### src/sccb_pkg.sv
// ----------------------------------------------------------------------------
// SCCB register master package
// Command codes, byte stage codes and widths shared by the register master.
// ----------------------------------------------------------------------------
package sccb_pkg;

   // Command field of an input transaction.
   localparam logic [1:0] CMD_TICK  = 2'd0;
   localparam logic [1:0] CMD_WRITE = 2'd1;
   localparam logic [1:0] CMD_READ  = 2'd2;

   // Which byte of the bus transfer is in flight.
   typedef enum logic [2:0] {
      STAGE_WR_ADDR = 3'd0,
      STAGE_REG_IDX = 3'd1,
      STAGE_DATA    = 3'd2,
      STAGE_RD_ADDR = 3'd3,
      STAGE_RD_DATA = 3'd4,
      STAGE_FAIL    = 3'd7
   } stage_type;

   // Configuration register indexes.
   localparam logic CSR_DEVICE_ADDRESS = 1'b0;
   localparam logic CSR_PHASE_TICKS    = 1'b1;

   localparam int unsigned ADDR_W  = 7;
   localparam int unsigned TICKS_W = 16;
   localparam int unsigned BYTE_W  = 8;
   localparam int unsigned BITS_W  = 4;

   localparam logic [ADDR_W-1:0]  DEVICE_ADDRESS_RESET = 7'd33;
   localparam logic [TICKS_W-1:0] PHASE_TICKS_RESET    = 16'd50;
   localparam logic [BITS_W-1:0]  BITS_PER_BYTE        = 4'd8;

endpackage

### src/sccb_register_master.sv
// ----------------------------------------------------------------------------
// SCCB register master
// Drives the clock and data lines of a three-phase write / two-phase read
// register access, one waveform tick per input transaction.
// ----------------------------------------------------------------------------
// Usage: every input transaction (req_*) is one tick of the bus waveform. A
// write or read command received while idle latches its operands and starts
// a bus transfer; while a transfer is running every transaction, whatever its
// command, advances the waveform by one tick and req_sda_in is the level of
// the data line sampled during that tick. Each half-bit phase lasts
// phase_ticks ticks (zero acts as one).
// Every input transaction yields exactly one result transaction (rsp_*) with
// the line levels to drive, the busy flag, and on the final tick the done
// flag, the success flag and, after a good read, the byte read.
// The result is registered and appears in the cycle after acceptance. The
// state update and the result are computed in one pass of logic between the
// state registers and the result register, so one transaction is accepted
// every clock cycle while req_stall is low. When the receiver stalls with a
// result still held, req_stall rises and the block waits; it resumes as soon
// as the result is taken. Reset returns to idle with both lines released
// high, device address 33 and 50 ticks per phase. The configuration port
// writes a register; users must use it only while idle (block does not check).
// ----------------------------------------------------------------------------
module sccb_register_master (
   input  logic        clock,
   input  logic        reset,
   // Configuration write port
   input  logic        csr_wen,
   input  logic        csr_index,
   input  logic [15:0] csr_wdata,
   // Input channel
   input  logic        req_valid,
   output logic        req_stall,
   input  logic [1:0]  req_command,
   input  logic [7:0]  req_reg_address,
   input  logic [7:0]  req_reg_value,
   input  logic        req_sda_in,
   // Result channel
   output logic        rsp_valid,
   input  logic        rsp_stall,
   output logic        rsp_scl_level,
   output logic        rsp_sda_release,
   output logic        rsp_busy_res,
   output logic        rsp_done_res,
   output logic        rsp_success,
   output logic [7:0]  rsp_read_byte
);

   // Waveform phases.
   typedef enum logic [3:0] {
      PH_IDLE,
      PH_ST_A,
      PH_ST_B,
      PH_ST_C,
      PH_WB_LO,
      PH_WB_HI,
      PH_ACK_LO,
      PH_ACK_HI,
      PH_RB_LO,
      PH_RB_HI,
      PH_NA_LO,
      PH_NA_HI,
      PH_SP_A,
      PH_SP_B,
      PH_SP_C
   } phase_type;

   // Configuration registers.
   logic [sccb_pkg::ADDR_W-1:0]  device_address_ff;
   logic [sccb_pkg::TICKS_W-1:0] phase_ticks_ff;

   // Sequencer state.
   phase_type                    phase_ff, phase_in;
   sccb_pkg::stage_type          stage_ff, stage_in;
   logic [sccb_pkg::BITS_W-1:0]  bit_count_ff, bit_count_in;
   logic [sccb_pkg::TICKS_W-1:0] tick_count_ff, tick_count_in;
   logic [sccb_pkg::BYTE_W-1:0]  shift_byte_ff, shift_byte_in;
   logic [sccb_pkg::BYTE_W-1:0]  held_address_ff, held_address_in;
   logic [sccb_pkg::BYTE_W-1:0]  held_value_ff, held_value_in;
   logic [sccb_pkg::BYTE_W-1:0]  gathered_byte_ff, gathered_byte_in;
   logic                         is_read_ff, is_read_in;

   // Result register.
   logic                         rsp_valid_ff, rsp_valid_in;
   logic                         scl_ff, scl_in;
   logic                         sda_ff, sda_in;
   logic                         busy_ff, busy_in;
   logic                         done_ff, done_in;
   logic                         success_ff, success_in;
   logic [sccb_pkg::BYTE_W-1:0]  read_byte_ff, read_byte_in;

   logic                         req_accept;
   logic [sccb_pkg::TICKS_W-1:0] tick_limit;
   logic [sccb_pkg::TICKS_W-1:0] tick_next;
   logic                         phase_end;
   logic [sccb_pkg::BYTE_W-1:0]  write_byte;
   logic [sccb_pkg::BYTE_W-1:0]  read_addr_byte;
   logic [sccb_pkg::BITS_W-1:0]  bit_count_inc;

   // The input waits only while a result is held and the receiver stalls.
   assign req_stall  = rsp_valid_ff & rsp_stall;
   assign req_accept = req_valid & ~req_stall;

   // Tick counting; a zero phase length behaves as one.
   assign tick_limit     = (phase_ticks_ff == '0) ? {{(sccb_pkg::TICKS_W-1){1'b0}}, 1'b1}
                                                  : phase_ticks_ff;
   assign tick_next      = tick_count_ff + {{(sccb_pkg::TICKS_W-1){1'b0}}, 1'b1};
   assign phase_end      = (tick_next >= tick_limit);
   assign write_byte     = {device_address_ff, 1'b0};
   assign read_addr_byte = {device_address_ff, 1'b1};
   assign bit_count_inc  = bit_count_ff + {{(sccb_pkg::BITS_W-1){1'b0}}, 1'b1};

   // Next sequencer state for the transaction being accepted.
   always_comb begin
      phase_in         = phase_ff;
      stage_in         = stage_ff;
      bit_count_in     = bit_count_ff;
      tick_count_in    = tick_count_ff;
      shift_byte_in    = shift_byte_ff;
      held_address_in  = held_address_ff;
      held_value_in    = held_value_ff;
      gathered_byte_in = gathered_byte_ff;
      is_read_in       = is_read_ff;
      done_in          = 1'b0;
      success_in       = 1'b0;
      read_byte_in     = '0;

      if (phase_ff == PH_IDLE) begin
         // A start command latches its operands; anything else is ignored.
         if (req_command == sccb_pkg::CMD_WRITE || req_command == sccb_pkg::CMD_READ) begin
            held_address_in  = req_reg_address;
            held_value_in    = req_reg_value;
            is_read_in       = (req_command == sccb_pkg::CMD_READ);
            stage_in         = sccb_pkg::STAGE_WR_ADDR;
            bit_count_in     = '0;
            gathered_byte_in = '0;
            tick_count_in    = '0;
            phase_in         = PH_ST_A;
         end
      end else begin
         tick_count_in = tick_next;
         if (phase_end) begin
            tick_count_in = '0;
            unique case (phase_ff)
               PH_ST_A: phase_in = PH_ST_B;
               PH_ST_B: phase_in = PH_ST_C;
               PH_ST_C: begin
                  // Load the byte that the current stage sends.
                  bit_count_in = '0;
                  phase_in     = PH_WB_LO;
                  unique case (stage_ff)
                     sccb_pkg::STAGE_WR_ADDR: shift_byte_in = write_byte;
                     sccb_pkg::STAGE_REG_IDX: shift_byte_in = held_address_ff;
                     sccb_pkg::STAGE_DATA:    shift_byte_in = held_value_ff;
                     default:                 shift_byte_in = read_addr_byte;
                  endcase
               end
               PH_WB_LO: phase_in = PH_WB_HI;
               PH_WB_HI: begin
                  shift_byte_in = {shift_byte_ff[sccb_pkg::BYTE_W-2:0], 1'b0};
                  bit_count_in  = bit_count_inc;
                  phase_in      = (bit_count_inc >= sccb_pkg::BITS_PER_BYTE) ? PH_ACK_LO
                                                                             : PH_WB_LO;
               end
               PH_ACK_LO: phase_in = PH_ACK_HI;
               PH_ACK_HI: begin
                  // A high acknowledge aborts with a stop condition.
                  if (req_sda_in) begin
                     stage_in = sccb_pkg::STAGE_FAIL;
                     phase_in = PH_SP_A;
                  end else begin
                     unique case (stage_ff)
                        sccb_pkg::STAGE_WR_ADDR: begin
                           stage_in      = sccb_pkg::STAGE_REG_IDX;
                           bit_count_in  = '0;
                           shift_byte_in = held_address_ff;
                           phase_in      = PH_WB_LO;
                        end
                        sccb_pkg::STAGE_REG_IDX: begin
                           if (is_read_ff) begin
                              phase_in = PH_SP_A;
                           end else begin
                              stage_in      = sccb_pkg::STAGE_DATA;
                              bit_count_in  = '0;
                              shift_byte_in = held_value_ff;
                              phase_in      = PH_WB_LO;
                           end
                        end
                        sccb_pkg::STAGE_DATA: phase_in = PH_SP_A;
                        sccb_pkg::STAGE_RD_ADDR: begin
                           stage_in         = sccb_pkg::STAGE_RD_DATA;
                           bit_count_in     = '0;
                           gathered_byte_in = '0;
                           phase_in         = PH_RB_LO;
                        end
                        default: begin
                           stage_in = sccb_pkg::STAGE_FAIL;
                           phase_in = PH_SP_A;
                        end
                     endcase
                  end
               end
               PH_RB_LO: phase_in = PH_RB_HI;
               PH_RB_HI: begin
                  gathered_byte_in = {gathered_byte_ff[sccb_pkg::BYTE_W-2:0], req_sda_in};
                  bit_count_in     = bit_count_inc;
                  phase_in         = (bit_count_inc >= sccb_pkg::BITS_PER_BYTE) ? PH_NA_LO
                                                                                : PH_RB_LO;
               end
               PH_NA_LO: phase_in = PH_NA_HI;
               PH_NA_HI: phase_in = PH_SP_A;
               PH_SP_A:  phase_in = PH_SP_B;
               PH_SP_B:  phase_in = PH_SP_C;
               PH_SP_C: begin
                  // After the register index of a read, restart for the data.
                  if (stage_ff == sccb_pkg::STAGE_REG_IDX && is_read_ff) begin
                     stage_in = sccb_pkg::STAGE_RD_ADDR;
                     phase_in = PH_ST_A;
                  end else begin
                     done_in    = 1'b1;
                     success_in = (stage_ff != sccb_pkg::STAGE_FAIL);
                     if (success_in && is_read_ff) begin
                        read_byte_in = gathered_byte_ff;
                     end
                     phase_in = PH_IDLE;
                  end
               end
               default: phase_in = PH_IDLE;
            endcase
         end
      end
   end

   // Line levels follow from the phase entered and the bit being sent.
   always_comb begin
      unique case (phase_in)
         PH_ST_A:   begin scl_in = 1'b1; sda_in = 1'b1; end
         PH_ST_B:   begin scl_in = 1'b1; sda_in = 1'b0; end
         PH_ST_C:   begin scl_in = 1'b0; sda_in = 1'b0; end
         PH_WB_LO:  begin scl_in = 1'b0; sda_in = shift_byte_in[sccb_pkg::BYTE_W-1]; end
         PH_WB_HI:  begin scl_in = 1'b1; sda_in = shift_byte_in[sccb_pkg::BYTE_W-1]; end
         PH_ACK_LO, PH_RB_LO, PH_NA_LO: begin scl_in = 1'b0; sda_in = 1'b1; end
         PH_ACK_HI, PH_RB_HI, PH_NA_HI: begin scl_in = 1'b1; sda_in = 1'b1; end
         PH_SP_A:   begin scl_in = 1'b0; sda_in = 1'b0; end
         PH_SP_B:   begin scl_in = 1'b1; sda_in = 1'b0; end
         default:   begin scl_in = 1'b1; sda_in = 1'b1; end
      endcase
      busy_in = (phase_in != PH_IDLE);
   end

   // Result register holds until taken; a new result replaces it on accept.
   always_comb begin
      if (req_accept) begin
         rsp_valid_in = 1'b1;
      end else if (!rsp_stall) begin
         rsp_valid_in = 1'b0;
      end else begin
         rsp_valid_in = rsp_valid_ff;
      end
   end

   // Control state, result register and configuration.
   always_ff @(posedge clock) begin
      if (reset) begin
         device_address_ff <= sccb_pkg::DEVICE_ADDRESS_RESET;
         phase_ticks_ff    <= sccb_pkg::PHASE_TICKS_RESET;
         phase_ff          <= PH_IDLE;
         stage_ff          <= sccb_pkg::STAGE_WR_ADDR;
         bit_count_ff      <= '0;
         tick_count_ff     <= '0;
         shift_byte_ff     <= '0;
         held_address_ff   <= '0;
         held_value_ff     <= '0;
         gathered_byte_ff  <= '0;
         is_read_ff        <= 1'b0;
         rsp_valid_ff      <= 1'b0;
         scl_ff            <= 1'b1;
         sda_ff            <= 1'b1;
         busy_ff           <= 1'b0;
         done_ff           <= 1'b0;
         success_ff        <= 1'b0;
         read_byte_ff      <= '0;
      end else begin
         if (csr_wen) begin
            unique case (csr_index)
               sccb_pkg::CSR_DEVICE_ADDRESS:
                  device_address_ff <= csr_wdata[sccb_pkg::ADDR_W-1:0];
               sccb_pkg::CSR_PHASE_TICKS:
                  phase_ticks_ff <= csr_wdata;
               default: ;
            endcase
         end
         if (req_accept) begin
            phase_ff         <= phase_in;
            stage_ff         <= stage_in;
            bit_count_ff     <= bit_count_in;
            tick_count_ff    <= tick_count_in;
            shift_byte_ff    <= shift_byte_in;
            held_address_ff  <= held_address_in;
            held_value_ff    <= held_value_in;
            gathered_byte_ff <= gathered_byte_in;
            is_read_ff       <= is_read_in;
            scl_ff           <= scl_in;
            sda_ff           <= sda_in;
            busy_ff          <= busy_in;
            done_ff          <= done_in;
            success_ff       <= success_in;
            read_byte_ff     <= read_byte_in;
         end
         rsp_valid_ff <= rsp_valid_in;
      end
   end

   assign rsp_valid       = rsp_valid_ff;
   assign rsp_scl_level   = scl_ff;
   assign rsp_sda_release = sda_ff;
   assign rsp_busy_res    = busy_ff;
   assign rsp_done_res    = done_ff;
   assign rsp_success     = success_ff;
   assign rsp_read_byte   = read_byte_ff;

`ifndef SYNTHESIS
   // A finished transaction leaves the master idle.
   a_done_not_busy: assert property (@(posedge clock) disable iff (reset)
      (rsp_valid_ff && done_ff) |-> !busy_ff)
      else $error("done reported while still busy");

   // Success is only reported with done.
   a_success_with_done: assert property (@(posedge clock) disable iff (reset)
      (rsp_valid_ff && success_ff) |-> done_ff)
      else $error("success without done");

   // A read byte only appears on a successful finish.
   a_read_byte_on_success: assert property (@(posedge clock) disable iff (reset)
      (rsp_valid_ff && read_byte_ff != '0) |-> success_ff)
      else $error("read byte without success");

   // The tick counter rests at zero while idle.
   a_idle_tick_clear: assert property (@(posedge clock) disable iff (reset)
      (phase_ff == PH_IDLE) |-> (tick_count_ff == '0))
      else $error("tick counter running while idle");

   // The bit counter never passes one byte.
   a_bit_count_range: assert property (@(posedge clock) disable iff (reset)
      bit_count_ff <= sccb_pkg::BITS_PER_BYTE)
      else $error("bit counter out of range");
`endif

endmodule
### config.mk
export PLATFORM = sky130hd
export DESIGN_NAME = sccb_register_master
export DESIGN_NICKNAME = d
export VERILOG_FILES = /design/src/sccb_pkg.sv /design/src/sccb_register_master.sv
export SDC_FILE = /design/constraint.sdc
export NUM_CORES = 1
export LEC_CHECK = 0
export ABC_CLOCK_PERIOD_IN_PS = 7000
export BUFFER_PORTS_ARGS = -buffer_cell sky130_fd_sc_hd__buf_4
export CAP_MARGIN = 20
export CORE_MARGIN = 3
export CORE_UTILIZATION = 40
export DETAILED_ROUTE_END_ITERATION = 12
export PLACE_DENSITY = 0.61
export SLEW_MARGIN = 10
export SYNTH_ARGS = -nofsm -noshare
export SYNTH_HDL_FRONTEND = slang
export SYNTH_SLANG_ARGS = --single-unit
### constraint.sdc
create_clock -name clock -period 7 [get_ports clock]
set_clock_uncertainty 0.05 [all_clocks]
set_input_delay 0.7 -clock clock [delete_from_list [all_inputs] [get_ports clock]]
set_output_delay 0.7 -clock clock [all_outputs]
set_load 0.005 [all_outputs]
==> flow_results.xml <==
<?xml version="1.0" encoding="UTF-8"?>
<metrics>
  <group name="setup_path">
    <metric name="endpoint" unit="">gathered_byte_ff[2]</metric>
    <metric name="crit_arrival" unit="ns">4.48</metric>
    <metric name="reg2reg_setup_slack" unit="ns">2.66</metric>
    <metric name="required_time_reported_for_the_critical_path_endpoint" unit="ns">7.14</metric>
    <metric name="worst_setup_path_end_kind" unit="">flop</metric>
    <metric name="worst_setup_path_startpoint" unit="">tick_count_ff[0]</metric>
    <metric name="critical_path.max_fanout" unit="">16</metric>
    <metric name="startpoint_type" unit="">flop</metric>
    <metric name="crit-reg2reg-launch" unit="">tick_count_ff[0]</metric>
    <metric name="rr_worst_depth" unit="">14</metric>
    <metric name="critical_path.reg2reg.endpoint" unit="">gathered_byte_ff[2]</metric>
    <metric name="path_class" unit="">flop to flop</metric>
  </group>
  <group name="final_layout">
    <metric name="final_area" unit="um2">6030</metric>
    <metric name="antenna_cells_inserted" unit="">0</metric>
    <metric name="design.final.nets" unit="">768</metric>
    <metric name="layout_commonest_cell" unit="">nand2_1</metric>
    <metric name="drive_above_1_share" unit="%">13.8</metric>
    <metric name="flow.area_growth_from_synthesis" unit="%">14.2</metric>
    <metric name="layout_common_cells" unit="">nand2_1, dfxtp_1, nor2_1, a21oi_1, buf_4</metric>
  </group>
  <group name="status">
    <metric name="status" unit="">finished clean</metric>
  </group>
  <group name="synth">
    <metric name="synth.lib_cells_used.distinct" unit="">69</metric>
    <metric name="synthArstFlopShare" unit="%">0</metric>
    <metric name="synth-seq-cells" unit="">97</metric>
    <metric name="synth_instances" unit="">681</metric>
    <metric name="ys.warnings.count" unit="">0</metric>
    <metric name="yosys_most_used_dff" unit="">dfxtp_1</metric>
    <metric name="synth_area_per_cell" unit="um2">7.76</metric>
    <metric name="sequential_to_total_area_share_from_yosys_stat" unit="%">36.7</metric>
    <metric name="synth_area" unit="um2">5290</metric>
    <metric name="synth.net_count" unit="">741</metric>
    <metric name="synth_edf_count" unit="">0</metric>
  </group>
  <group name="power">
    <metric name="peak_supply_drop" unit="mV">0.119</metric>
    <metric name="comb_power_share" unit="%">12.1</metric>
    <metric name="p_clk_share" unit="%">39.3</metric>
    <metric name="powerDensity" unit="nW/um2">201</metric>
    <metric name="power_frac_seq" unit="%">48.6</metric>
    <metric name="net_switching_component_of_the_power" unit="mW">0.315</metric>
    <metric name="power.leakage" unit="nW">2.20</metric>
    <metric name="internal_power" unit="mW">0.896</metric>
    <metric name="switching_share" unit="%">26.0</metric>
  </group>
  <group name="grt">
    <metric name="number_of_antenna_violations_at_the_first_check_in_global_routing" unit="">0</metric>
    <metric name="grt_first_pass_wirelength" unit="um">21800</metric>
    <metric name="grt_max_degree" unit="">84</metric>
    <metric name="grt_resource_usage_total" unit="%">18.3</metric>
    <metric name="globalRouteOverflowTotal" unit="">0</metric>
    <metric name="grt_pass1_vias" unit="">4622</metric>
  </group>
  <group name="cts">
    <metric name="number_of_levels_the_h_tree_was_split_into" unit="">3</metric>
    <metric name="tritoncts" unit="">done</metric>
    <metric name="cts-resized-gates" unit="">0</metric>
    <metric name="cts_root_buffer" unit="">clkbuf_16</metric>
    <metric name="clkTransAtPathRegs" unit="ns">0.07</metric>
    <metric name="clkSinkCount" unit="">97</metric>
    <metric name="worstSkewPairLatency" unit="ns">0.35</metric>
    <metric name="cts_setup_buffers" unit="">0</metric>
    <metric name="hold_bufs_inserted_after_cts" unit="">0</metric>
    <metric name="cts_buffers" unit="">9</metric>
    <metric name="clk_path_buf_depth" unit="">2</metric>
  </group>
  <group name="timing">
    <metric name="slew_violations" unit="">0</metric>
    <metric name="rsz_0062_raised_after_global_routing" unit="">no</metric>
    <metric name="finalCriticalPeriod" unit="ns">4.34</metric>
    <metric name="worst_slew_pin_slew" unit="ns">0.975</metric>
    <metric name="timing.final.hold_violations" unit="">0</metric>
    <metric name="setup_viol_count_final" unit="">0</metric>
    <metric name="worst_case_headroom_to_the_max_slew_limit" unit="%">34.7</metric>
    <metric name="fin_setup_tns" unit="ns">0</metric>
    <metric name="achievable-frequency" unit="MHz">231</metric>
    <metric name="period_share" unit="%">61.9</metric>
  </group>
  <group name="floorplanning">
    <metric name="die_h" unit="um">121</metric>
    <metric name="floorplan.initialDensity" unit="%">41.4</metric>
    <metric name="num_rows" unit="">41</metric>
    <metric name="core_area" unit="um2">12800</metric>
    <metric name="die_w" unit="um">121</metric>
    <metric name="total_die_area" unit="um2">14600</metric>
    <metric name="io_pins" unit="">56</metric>
  </group>
  <group name="route">
    <metric name="vias_per_cell" unit="">5.30</metric>
    <metric name="vias" unit="">4681</metric>
    <metric name="first_iter_violations" unit="">351</metric>
    <metric name="drt-total-wl" unit="um">12700</metric>
    <metric name="post_drt_wl_per_cell" unit="um">14.4</metric>
    <metric name="postRouteAntennaNets" unit="">0</metric>
    <metric name="drt_pre_antenna_iters" unit="">5</metric>
    <metric name="drt_drc_violations_left" unit="">0</metric>
  </group>
  <group name="place">
    <metric name="gpl.final_weighted_congestion" unit="">0.896</metric>
    <metric name="placedInstanceArea" unit="um2">5750</metric>
    <metric name="detailedPlacementHpwl" unit="um">9230</metric>
    <metric name="placement.io_buffers" unit="">55</metric>
  </group>
  <group name="min_path">
    <metric name="min-delay-path-class" unit="">flop to flop</metric>
  </group>
  <group name="run">
    <metric name="cap_violations" unit="">0</metric>
  </group>
</metrics>
[sequential cells by signal, indices dropped and copies added, names as in the netlist, 3 cells and up]
| register | flops |
|---|---|
| phase_ticks_ff | 16 |
| tick_count_ff | 16 |
| gathered_byte_ff | 8 |
| held_address_ff | 8 |
| held_value_ff | 8 |
| rsp_read_byte | 8 |
| shift_byte_ff | 8 |
| device_address_ff | 7 |
| bit_count_ff | 4 |
| phase_ff | 4 |
| stage_ff | 3 |
[cell usage after synthesis (4+ instances only)]
library cell  instances  area (um2)
nor3_1                7        35.0
ha_1                 19         238
o21ai_0              13        65.1
a221oi_1              7        61.3
nand4_1               7        43.8
nand2b_1              7        43.8
buf_2                 8        40.0
a211oi_1              6        45.0
dfxtp_1              97        1940
buf_1                 4        15.0
xnor2_1              16         140
nand3_1              14        70.1
o22ai_1               8        50.1
o211ai_1              6        45.0
clkbuf_1             27         101
nor2_1               71         267
nand3b_1             13        97.6
or2_1                 4        25.0
or2_2                 9        56.3
o22a_1                7        61.3
inv_1                30         113
nand2_1             135         507
a22oi_1               8        60.1
and2_1                5        31.3
a21oi_1              67         335
xor2_1               15         131
a31oi_1               4        25.0
or3_1                 6        37.5
[cell families after synthesis]
group           count (synthesis)  synth area share, %
mux                             3                0.568
simple gates                  301                 27.3
compound gates                159                 20.3
flops                          97                 36.7
xor+xnor                       31                 5.14
fa+ha+maj                      19                 4.50
buf+inv                        71                 5.45
[power by group through the flow]
stage | sequential, mW | clock, mW | combinational (mW)
floorplan | 0.590 | 0 | 0.110
global placement | 0.600 | 0 | 0.146
detailed placement | 0.601 | 0 | 0.148
CTS | 0.588 | 0.486 | 0.149
global route | 0.591 | 0.509 | 0.166
finish | 0.589 | 0.476 | 0.147
[critical path, cell delays in order (launching register included)]
cell and delay [ns]:
dfxtp_1 0.40, ha_1 0.24, nand3_1 0.15, or2_2 0.36, nor2_1 0.34, nand3_1 0.18
xnor2_1 0.17, ha_1 0.31, nand2_1 0.06, o21a_1 0.13, a2bb2oi_1 0.37, nand3_2 0.25
o211ai_1 0.85, or2_2 0.25, a21oi_1 0.06
[worst min path at each step]
stage / start / end / slack, ns / depth (start not counted)
2_1_floorplan: gathered_byte_ff[7] / gathered_byte_ff[7] / 0.38 / 2
3_3_place_gp: rsp_success / rsp_success / 0.40 / 2
3_5_place_dp: gathered_byte_ff[7] / gathered_byte_ff[7] / 0.40 / 2
4_1_cts: gathered_byte_ff[7] / gathered_byte_ff[7] / 0.42 / 2
5_1_grt: rsp_success / rsp_success / 0.44 / 2
6_report: rsp_success / rsp_success / 0.41 / 2
[stage by stage]
stage / power, mW / worst slack [ns] / hold slack, ns / utilization, % / instances
6_report: 1.21 / 2.66 / 0.411 / 47.2 / 883
5_1_grt: 1.27 / 2.16 / 0.439 / 47.2 / 883
4_1_cts: 1.22 / 2.70 / 0.416 / 47.2 / 883
3_5_place_dp: 0.749 / 2.72 / 0.404 / 45.0 / 869
3_3_place_gp: 0.746 / 2.88 / 0.399 / 45.0 / 869
2_1_floorplan: 0.699 / 3.32 / 0.382 / - / 681
[final cells by class]
class | instances | area, um2
Timing Repair Buffer | 57 | 428
Sequential cell | 97 | 1940
Fill cell | 1274 | 6740
Multi-Input combinational cell | 513 | 3060
Inverter | 30 | 113
Clock buffer | 12 | 267
Clock inverter | 2 | 13.8
Tap cell | 172 | 215
[routing by layer]
layer	track usage [%]	vias up	part of all wire, %
met1	24.0	2193	48
li1	-	2396	-
met2	29.8	78	47
met5	0	-	0
met4	5.67	0	1.2
met3	4.15	14	4.1
No activity file was read; power rests on OpenSTA's default activity.
